$ cat config.mk
export PLATFORM = sky130hd
export DESIGN_NAME = xmodem_crc_receiver_unit
export DESIGN_NICKNAME = d
export VERILOG_FILES = /design/src/rtl/core/xcrc_pkg.sv /design/src/rtl/core/xmodem_crc_receiver_unit.sv /design/src/rtl/core/xcrc_rqueue.sv /design/src/rtl/core/xcrc_proto.sv
export SDC_FILE = /design/constraint.sdc
export NUM_CORES = 1
export LEC_CHECK = 0
export BUFFER_PORTS_ARGS = -buffer_cell sky130_fd_sc_hd__buf_2
export CAP_MARGIN = 20
export CELL_PAD_IN_SITES_DETAIL_PLACEMENT = 1
export CELL_PAD_IN_SITES_GLOBAL_PLACEMENT = 2
export CORE_UTILIZATION = 44
export DETAILED_ROUTE_END_ITERATION = 6
export GPL_ROUTABILITY_DRIVEN = 0
export PLACE_DENSITY_LB_ADDON = 0.1
export RECOVER_POWER = 50
export SLEW_MARGIN = 5
export SYNTH_ARGS = -nofsm -noshare
export SYNTH_HDL_FRONTEND = slang
export SYNTH_HIERARCHICAL = 1
export SYNTH_SLANG_ARGS = --single-unit
$ cat constraint.sdc
create_clock -name clk -period 7.8 [get_ports clk]
set_input_delay 2.34 -clock clk [delete_from_list [all_inputs] [get_ports clk]]
set_output_delay 2.34 -clock clk [all_outputs]
set_load 0.05 [all_outputs]
$ cat src/rtl/core/xcrc_pkg.sv
// ----------------------------------------------------------------------------
// xcrc_pkg
// Shared types, protocol byte codes and the CRC-16 byte update for the
// XMODEM-CRC receiver.
// ----------------------------------------------------------------------------
`timescale 1ns / 1ps

package xcrc_pkg;

	localparam int PACKET_BYTES = 128;
	localparam int PKT_IDX_W    = $clog2(PACKET_BYTES);
	localparam int STORED_W     = 17;
	localparam int MAX_RESULTS  = 3;

	localparam logic [7:0] SOH_BYTE = 8'h01;
	localparam logic [7:0] EOT_BYTE = 8'h04;
	localparam logic [7:0] ACK_BYTE = 8'h06;
	localparam logic [7:0] CAN_BYTE = 8'h18;
	localparam logic [7:0] C_BYTE   = 8'h43;

	localparam logic [15:0] CRC_POLY = 16'h1021;

	localparam logic [STORED_W-1:0] CAPACITY_RESET = 17'h10000;

	typedef enum logic {
		OP_BYTE  = 1'b0,
		OP_START = 1'b1
	} opcode_t;

	typedef enum logic [1:0] {
		KIND_STORE  = 2'd0,
		KIND_REPLY  = 2'd1,
		KIND_FINISH = 2'd2
	} kind_t;

	typedef enum logic [1:0] {
		ST_OK      = 2'd0,
		ST_ERROR   = 2'd1,
		ST_OVERRUN = 2'd2
	} status_t;

	// one result, less its buffer address
	typedef struct packed {
		kind_t      kind;
		logic [7:0] data;
		logic [7:0] reply;
		status_t    status;
	} res_t;

	function automatic logic [15:0] crc_update(input logic [15:0] crc, input logic [7:0] b);
		logic [15:0] c;
		c = crc ^ {b, 8'h00};
		for (int i = 0; i < 8; i++) begin
			if (c[15]) begin
				c = {c[14:0], 1'b0} ^ CRC_POLY;
			end else begin
				c = {c[14:0], 1'b0};
			end
		end
		return c;
	endfunction

endpackage

$ cat src/rtl/core/xmodem_crc_receiver_unit.sv
// ----------------------------------------------------------------------------
// xmodem_crc_receiver_unit
// XMODEM-CRC receiver: one link byte or start command per input transaction,
// store / reply / finish results out, one per output transaction.
// An accepted item is registered, then its results are written to the result queue.
// Throughput: one item per cycle while items cause at most one result each
// and out_stall is low; an item with k results takes k transactions. Input is held
// off while the 4-entry result queue lacks room for a three-result burst.
// Reset: async, clears phase to idle, sequence to 1, capacity to 65536.
// ----------------------------------------------------------------------------
`timescale 1ns / 1ps

module xmodem_crc_receiver_unit import xcrc_pkg::*; #(
	parameter int ADDR_BITS = 16
) (
	input  logic                  clk,
	input  logic                  arst_n,
	input  logic                  in_valid,
	output logic                  in_stall,
	input  logic                  opcode,
	input  logic [7:0]            rx_byte,
	output logic                  out_valid,
	input  logic                  out_stall,
	output logic [1:0]            kind,
	output logic [ADDR_BITS-1:0]  address,
	output logic [7:0]            data_byte,
	output logic [7:0]            reply_byte,
	output logic [1:0]            status,
	output logic                  last,
	input  logic                  cfg_valid,
	output logic                  cfg_ready,
	input  logic [STORED_W-1:0]   capacity_bytes
);

	localparam int ENTRY_W = 2 + ADDR_BITS + 8 + 8 + 2 + 1;

	logic                   valid_s1;
	opcode_t                opcode_s1;
	logic [7:0]             rx_byte_s1;
	logic [STORED_W-1:0]    capacity_q;
	logic                   room;
	logic                   fire_s1;
	logic [1:0]             res_cnt;
	res_t [MAX_RESULTS-1:0] res;
	logic [ADDR_BITS-1:0]   store_addr;
	logic [1:0]             wr_cnt;
	logic [MAX_RESULTS-1:0][ENTRY_W-1:0] wr_data;
	logic [ENTRY_W-1:0]     rd_data;

	assign cfg_ready = 1'b1;
	assign fire_s1   = valid_s1 && room;
	assign in_stall  = valid_s1 && !room;

	always_ff @(posedge clk or negedge arst_n) begin
		if (!arst_n) begin
			capacity_q <= CAPACITY_RESET;
		end else if (cfg_valid && cfg_ready) begin
			capacity_q <= capacity_bytes;
		end
	end

	always_ff @(posedge clk or negedge arst_n) begin
		if (!arst_n) begin
			valid_s1 <= 1'b0;
		end else if (!in_stall) begin
			valid_s1 <= in_valid;
		end
	end

	always_ff @(posedge clk) begin
		if (!in_stall && in_valid) begin
			opcode_s1  <= opcode_t'(opcode);
			rx_byte_s1 <= rx_byte;
		end
	end

	xcrc_proto #(
		.ADDR_BITS(ADDR_BITS)
	) u_proto (
		.clk        (clk),
		.arst_n     (arst_n),
		.fire       (fire_s1),
		.opcode     (opcode_s1),
		.rx_byte    (rx_byte_s1),
		.capacity   (capacity_q),
		.res_cnt    (res_cnt),
		.res        (res),
		.store_addr (store_addr)
	);

	assign wr_cnt = res_cnt;

	always_comb begin
		for (int k = 0; k < MAX_RESULTS; k++) begin
			wr_data[k] = {res[k].kind,
				(k == 0) ? store_addr : {ADDR_BITS{1'b0}},
				res[k].data, res[k].reply, res[k].status,
				(2'(k) == res_cnt - 2'd1)};
		end
	end

	xcrc_rqueue #(
		.WIDTH(ENTRY_W),
		.DEPTH(4)
	) u_rqueue (
		.clk      (clk),
		.arst_n   (arst_n),
		.wr_cnt   (wr_cnt),
		.wr_data  (wr_data),
		.room     (room),
		.rd_valid (out_valid),
		.rd_stall (out_stall),
		.rd_data  (rd_data)
	);

	assign {kind, address, data_byte, reply_byte, status, last} = rd_data;

`ifndef NO_ASSERTIONS
	a_hold_when_full: assert property (@(posedge clk) disable iff (!arst_n)
		(valid_s1 && !room) |=> (valid_s1 && $stable(rx_byte_s1) && $stable(opcode_s1)))
		else $error("held input item lost while result queue was full");
`endif

endmodule

$ cat src/rtl/core/xcrc_rqueue.sv
// ----------------------------------------------------------------------------
// xcrc_rqueue
// Result queue: takes up to three results per cycle, hands out one per
// output transaction.
// ----------------------------------------------------------------------------
`timescale 1ns / 1ps

module xcrc_rqueue import xcrc_pkg::*; #(
	parameter int WIDTH = 38,
	parameter int DEPTH = 4
) (
	input  logic                             clk,
	input  logic                             arst_n,
	input  logic [1:0]                       wr_cnt,
	input  logic [MAX_RESULTS-1:0][WIDTH-1:0] wr_data,
	output logic                             room,
	output logic                             rd_valid,
	input  logic                             rd_stall,
	output logic [WIDTH-1:0]                 rd_data
);

	localparam int PTR_W = $clog2(DEPTH);
	localparam int CNT_W = PTR_W + 1;

	logic [DEPTH-1:0][WIDTH-1:0] mem_q;
	logic [PTR_W-1:0]            wr_ptr_q;
	logic [PTR_W-1:0]            rd_ptr_q;
	logic [CNT_W-1:0]            count_q;
	logic                        pop;

	assign rd_valid = (count_q != '0);
	assign rd_data  = mem_q[rd_ptr_q];
	assign pop      = rd_valid && !rd_stall;
	// room for a worst-case burst
	assign room     = (count_q <= CNT_W'(DEPTH - MAX_RESULTS));

	always_ff @(posedge clk) begin
		for (int k = 0; k < MAX_RESULTS; k++) begin
			if (2'(k) < wr_cnt) begin
				mem_q[wr_ptr_q + PTR_W'(k)] <= wr_data[k];
			end
		end
	end

	always_ff @(posedge clk or negedge arst_n) begin
		if (!arst_n) begin
			wr_ptr_q <= '0;
			rd_ptr_q <= '0;
			count_q  <= '0;
		end else begin
			wr_ptr_q <= wr_ptr_q + PTR_W'(wr_cnt);
			if (pop) begin
				rd_ptr_q <= rd_ptr_q + PTR_W'(1);
			end
			count_q <= count_q + CNT_W'(wr_cnt) - CNT_W'(pop);
		end
	end

`ifndef NO_ASSERTIONS
	a_no_overflow: assert property (@(posedge clk) disable iff (!arst_n)
		count_q <= CNT_W'(DEPTH))
		else $error("result queue overflow");

	a_burst_fits: assert property (@(posedge clk) disable iff (!arst_n)
		(wr_cnt != 2'd0) |-> (CNT_W'(wr_cnt) <= CNT_W'(DEPTH) - count_q))
		else $error("result burst written without room");
`endif

endmodule

$ cat src/rtl/core/xcrc_proto.sv
// ----------------------------------------------------------------------------
// xcrc_proto
// Protocol state machine: packet framing, sequence check, CRC-16 and result
// generation for one received byte or start command per cycle in which fire is high.
// ----------------------------------------------------------------------------
`timescale 1ns / 1ps

module xcrc_proto import xcrc_pkg::*; #(
	parameter int ADDR_BITS = 16
) (
	input  logic                        clk,
	input  logic                        arst_n,
	input  logic                        fire,
	input  opcode_t                     opcode,
	input  logic [7:0]                  rx_byte,
	input  logic [STORED_W-1:0]         capacity,
	output logic [1:0]                  res_cnt,
	output res_t [MAX_RESULTS-1:0]      res,
	output logic [ADDR_BITS-1:0]        store_addr
);

	localparam int SUM_W = (ADDR_BITS > STORED_W) ? ADDR_BITS : STORED_W;

	typedef enum logic [7:0] {
		PH_IDLE   = 8'b0000_0001,
		PH_HEADER = 8'b0000_0010,
		PH_SEQ    = 8'b0000_0100,
		PH_SEQINV = 8'b0000_1000,
		PH_DATA   = 8'b0001_0000,
		PH_CRCH   = 8'b0010_0000,
		PH_CRCL   = 8'b0100_0000,
		PH_DONE   = 8'b1000_0000
	} phase_t;

	phase_t                phase_q, phase_d;
	logic [7:0]            exp_seq_q, exp_seq_d;
	logic [7:0]            seq_byte_q, seq_byte_d;
	logic                  seq_bad_q, seq_bad_d;
	logic [PKT_IDX_W-1:0]  idx_q, idx_d;
	logic [15:0]           crc_q, crc_d;
	logic [7:0]            crc_high_q, crc_high_d;
	logic [STORED_W-1:0]   stored_q, stored_d;
	logic [SUM_W-1:0]      addr_sum;
	logic [STORED_W:0]     need;

	assign addr_sum   = SUM_W'(stored_q) + SUM_W'(idx_q);
	assign need       = {1'b0, stored_q} + (STORED_W + 1)'(PACKET_BYTES);

	always_comb begin
		phase_d    = phase_q;
		exp_seq_d  = exp_seq_q;
		seq_byte_d = seq_byte_q;
		seq_bad_d  = seq_bad_q;
		idx_d      = idx_q;
		crc_d      = crc_q;
		crc_high_d = crc_high_q;
		stored_d   = stored_q;
		res_cnt    = 2'd0;
		res        = '0;
		store_addr = '0;
		if (fire) begin
			if (opcode == OP_START) begin
				exp_seq_d    = 8'd1;
				stored_d     = '0;
				seq_bad_d    = 1'b0;
				idx_d        = '0;
				crc_d        = '0;
				phase_d      = PH_HEADER;
				res_cnt      = 2'd1;
				res[0].kind  = KIND_REPLY;
				res[0].reply = C_BYTE;
			end else begin
				case (phase_q)
					PH_HEADER: begin
						if (rx_byte == SOH_BYTE) begin
							if (need > {1'b0, capacity}) begin
								res_cnt       = 2'd1;
								res[0].kind   = KIND_FINISH;
								res[0].status = ST_OVERRUN;
								phase_d       = PH_DONE;
							end else begin
								phase_d = PH_SEQ;
							end
						end else if (rx_byte == EOT_BYTE) begin
							res_cnt       = 2'd2;
							res[0].kind   = KIND_REPLY;
							res[0].reply  = ACK_BYTE;
							res[1].kind   = KIND_FINISH;
							res[1].status = ST_OK;
							phase_d       = PH_DONE;
						end else begin
							res_cnt       = 2'd1;
							res[0].kind   = KIND_FINISH;
							res[0].status = ST_OK;
							phase_d       = PH_DONE;
						end
					end
					PH_SEQ: begin
						seq_byte_d = rx_byte;
						phase_d    = PH_SEQINV;
					end
					PH_SEQINV: begin
						seq_bad_d = (seq_byte_q != exp_seq_q) || (rx_byte != ~exp_seq_q);
						idx_d     = '0;
						crc_d     = '0;
						phase_d   = PH_DATA;
					end
					PH_DATA: begin
						res_cnt     = 2'd1;
						res[0].kind = KIND_STORE;
						res[0].data = rx_byte;
						store_addr  = addr_sum[ADDR_BITS-1:0];
						crc_d       = crc_update(crc_q, rx_byte);
						idx_d       = idx_q + PKT_IDX_W'(1);
						// index wraps to zero after the last data byte
						if (idx_q == PKT_IDX_W'(PACKET_BYTES - 1)) begin
							phase_d = PH_CRCH;
						end
					end
					PH_CRCH: begin
						crc_high_d = rx_byte;
						phase_d    = PH_CRCL;
					end
					PH_CRCL: begin
						if (({crc_high_q, rx_byte} == crc_q) && !seq_bad_q) begin
							res_cnt      = 2'd1;
							res[0].kind  = KIND_REPLY;
							res[0].reply = ACK_BYTE;
							stored_d     = stored_q + STORED_W'(PACKET_BYTES);
							exp_seq_d    = exp_seq_q + 8'd1;
							phase_d      = PH_HEADER;
						end else begin
							res_cnt       = 2'd3;
							res[0].kind   = KIND_REPLY;
							res[0].reply  = CAN_BYTE;
							res[1].kind   = KIND_REPLY;
							res[1].reply  = ACK_BYTE;
							res[2].kind   = KIND_FINISH;
							res[2].status = ST_ERROR;
							phase_d       = PH_DONE;
						end
					end
					default: begin
						// idle or finished: byte dropped
					end
				endcase
			end
		end
	end

	always_ff @(posedge clk or negedge arst_n) begin
		if (!arst_n) begin
			phase_q    <= PH_IDLE;
			exp_seq_q  <= 8'd1;
			seq_byte_q <= '0;
			seq_bad_q  <= 1'b0;
			idx_q      <= '0;
			crc_q      <= '0;
			crc_high_q <= '0;
			stored_q   <= '0;
		end else begin
			phase_q    <= phase_d;
			exp_seq_q  <= exp_seq_d;
			seq_byte_q <= seq_byte_d;
			seq_bad_q  <= seq_bad_d;
			idx_q      <= idx_d;
			crc_q      <= crc_d;
			crc_high_q <= crc_high_d;
			stored_q   <= stored_d;
		end
	end

`ifndef NO_ASSERTIONS
	a_start_reply: assert property (@(posedge clk) disable iff (!arst_n)
		(fire && opcode == OP_START) |=> (phase_q == PH_HEADER && stored_q == '0))
		else $error("start command did not reopen the transfer");

	a_crc_exit: assert property (@(posedge clk) disable iff (!arst_n)
		(fire && opcode == OP_BYTE && phase_q == PH_CRCL)
		|=> (phase_q == PH_HEADER || phase_q == PH_DONE))
		else $error("packet end left an unexpected phase");
`endif

endmodule
==> results_dict.tcl <==
set metrics [dict create \
    status "finished, violations left" \
    failed_checks "capacitance limit, slew limit" \
    first_iter_violations 856 \
    clkTransAtPathRegs_ps 60 \
    areaGrowthSynthToFinish_pct 10.9 \
    power_density_nw_per_um2 434 \
    nNetsFinal 1541 \
    cp.arrival_ps 2590 \
    seqPwrFrac_pct 30.6 \
    final_cell_count_no_fill 1949 \
    worstSetupPathType "reg -> out" \
    setup.worst_path.end_class "output pin" \
    p_sw_mw 2.94 \
    min_period_over_period_pct 63.1 \
    grt_util_all_layers_pct 25.6 \
    grt-busiest-layer "met2" \
    clkSinkCount 248 \
    path_max_fanout 36 \
    die_area_sq_um 33500 \
    vias_per_cell 5.76 \
    combPwrFrac_pct 47.1 \
    switching_share_pct 42.5 \
    finalSetupViolCount 0 \
    ys_warn_count 6 \
    fp-row-count 65 \
    grt_start_max_net_pins 64 \
    drv_slew 49 \
    core_area_sq_um 31900 \
    crit_path_cell_trace "buf_4 > mux4_2 > buf_2" \
    seq_area_frac_synth_pct 38.3 \
    use_met3_pct 2.56 \
    critPathLaunchType "flip-flop" \
    final_core_utilization_pct 50.1 \
    synth_edf_count 9 \
    rsz0062_at_grt "no" \
    synthesis.area_sq_um 14400 \
    ir_drop_uv 195 \
    cts_max_level 1 \
    grt_pass1_vias 12200 \
    io_buffers 69 \
    fmax_mhz 203 \
    routed_wl_um 42000 \
    crit_buf_inv 2 \
    post-dp-hpwl_um 26300 \
    place_inst 1892 \
    firstDrtPassIters 6 \
    cpLargestDelayFamily "buffers and inverters" \
    ios 71 \
    slowest_delay_ps 680 \
    cts_resized 0 \
    diodes 0 \
    route.detailed.drc 0 \
    crit_slowest_cell "mux4_2" \
    clk_latency_ps 570 \
    ys_seq_elements 248 \
    overflow 0 \
    hold_path.class "reg -> reg" \
    cts_tree "yes" \
    ys.flop_type "dfxtp_1" \
    num_vias 11200 \
    use_met1_pct 34.0 \
    drive_above_1_share_pct 16.4 \
    slew_headroom_pct -19.1 \
    power_leakage_nw 7.27 \
    critPathRequiredTime_ps 5460 \
    ys_async_sr_fraction_pct 36.7 \
    root_buffer "clkbuf_16" \
    post_cts_buffers 0 \
    clockBufferDepth 3 \
    die_h_um 183 \
    finClkSkew_ps 22.9 \
    grt_util_met2_pct 44.9 \
    maxCapViolCount 2 \
    ys_types 77 \
    tightestPinTransition_ps 1760 \
    drtAntennaViolNets 0 \
    grt_pass1_wl_um 67900 \
    internal_power_mw 3.99 \
    synthCells 1425 \
    cts_buffers 31 \
    die_w_um 183 \
    initial_core_util_pct 45.2 \
    antenna_found_initial 0 \
    wire_per_inst_um 21.5 \
    synth.avg_cell_area_sq_um 10.1 \
    clockPowerShare_pct 22.3 \
    holdBufCountCts 0 \
    fin_crit_ps 4930 \
    hold_viol_final 0 \
    setup_tns_ps 0 \
]
==> area by class of cell <==
type / count / area [sq um]
fill: 3571 / 15900
multi-input combinational: 940 / 7580
sequential: 248 / 5520
clock buffer: 46 / 973
inverter: 179 / 673
timing repair buffer: 92 / 547
tap: 435 / 544
clock inverter: 9 / 145
==> power by group through the flow <==
stage | sequential, mW | combinational [mW] | clock (mW)
2_1_floorplan | 1.92 | 2.79 | 0
3_3_place_gp | 2.12 | 3.24 | 0
3_5_place_dp | 2.14 | 3.29 | 0
4_1_cts | 2.12 | 3.31 | 1.58
5_1_grt | 2.17 | 3.51 | 1.63
6_report | 2.12 | 3.27 | 1.55
==> flip-flops by register name (all words and copies together) (netlist names) <==
| register | cells |
|---|---|
| capacity_q | 17 |
| opcode_s1 | 1 |
| rx_byte_s1 | 8 |
| u_proto/crc_high_q | 8 |
| u_proto/crc_q | 16 |
| u_proto/exp_seq_q | 8 |
| u_proto/idx_q | 7 |
| u_proto/phase_q | 8 |
| u_proto/seq_bad_q | 1 |
| u_proto/seq_byte_q | 8 |
| u_proto/stored_q | 10 |
| u_rqueue/count_q | 3 |
| u_rqueue/mem_q | 148 |
| u_rqueue/rd_ptr_q | 2 |
| u_rqueue/wr_ptr_q | 2 |
| valid_s1 | 1 |
==> cells by family after synthesis <==
logic type | synth area share [%]
buffers and inverters | 11.3
and+or+nand+nor | 11.4
AOI/OAI and AO/OA | 17.1
DFF | 38.3
muxes | 16.6
xor gates and xnor gates | 3.46
adders and majority gates | 1.77
other | 0.0781
==> placed cells by master (no fill, tap or decap), types with 37 or more instances in the layout <==
| cell type | netlist | layout |
|---|---|---|
| buf_2 | 33 | 66 |
| mux4_2 | 37 | 37 |
| dfxtp_1 | 148 | 148 |
| nand2b_1 | 49 | 49 |
| conb_1 | 3 | 102 |
| o22ai_1 | 41 | 41 |
| xnor2_1 | 40 | 40 |
| inv_1 | 177 | 176 |
| dfrtp_1 | 88 | 84 |
| nor3_1 | 80 | 81 |
| a221oi_1 | 44 | 44 |
| mux2i_1 | 110 | 110 |
| a222oi_1 | 74 | 74 |
==> through the flow <==
step           setup WS (ps)  power [mW]  hold slack [ps]  instance area, sq um
2_1_floorplan           3940        4.71              430                 14800
3_3_place_gp            3160        5.36              445                 14900
3_5_place_dp            3020        5.43              455                 14900
4_1_cts                 2800        7.01              464                 16100
5_1_grt                 2550        7.31              483                 16000
6_report                2870        6.93              462                 16000
==> worst reg2reg max path: cells and delay by family (launching register included) <==
family          cells  cell delay [ps]
simple gates        6             1230
buf+inv             2              760
flops               1              420
compound gates      6             1620
xor+xnor            1              210
fa+ha+maj           2              520
==> synthesized netlist by cell type, drive strengths merged, types with 7 or more instances <==
library cell    n  area share [%]
inv           178             4.6
dfxtp         148              21
buf           112             5.5
mux2i         110             7.6
dfrtp          88              15
nor3           82             2.9
a221oi         74             5.8
a222oi         74             5.1
nand2b         49             2.1
clkbuf         45             1.2
o22ai          41             1.8
xnor2          40             2.4
mux4           37             5.8
mux2           35             3.2
nand2          35            0.91
nor2           32            0.85
o21ai          30             1.0
and3           28             1.2
a21oi          20            0.69
ha             17             1.5
xor2           17             1.0
nand3          16            0.59
a22o           14            0.85
nand4          10            0.43
and2            9            0.39
edfxtp          9             1.9
nor2b           7            0.30
==> layer usage <==
metal,up-vias,routed length (um)
li1,5262,-
met1,5705,19500
met2,204,20500
met3,53,1260
met4,0,774
met5,-,0
==> final timing paths <==
kind / from / to / slack [ps] / depth (start not counted)
max: u_rqueue/rd_ptr_q[0] / kind[0] / 2870 / 3
min: u_rqueue/mem_q[97] / u_rqueue/mem_q[97] / 460 / 2
max reg2reg: u_proto/stored_q[7] / u_rqueue/mem_q[29] / 2920 / 17
min reg2reg: u_rqueue/mem_q[97] / u_rqueue/mem_q[97] / 460 / 2
max in group asynchronous: arst_n / u_proto/crc_high_q[4] / 3890 / 2
min in group asynchronous: arst_n / capacity_q[4] / 2250 / 1
(Power assumes the default switching activity.)
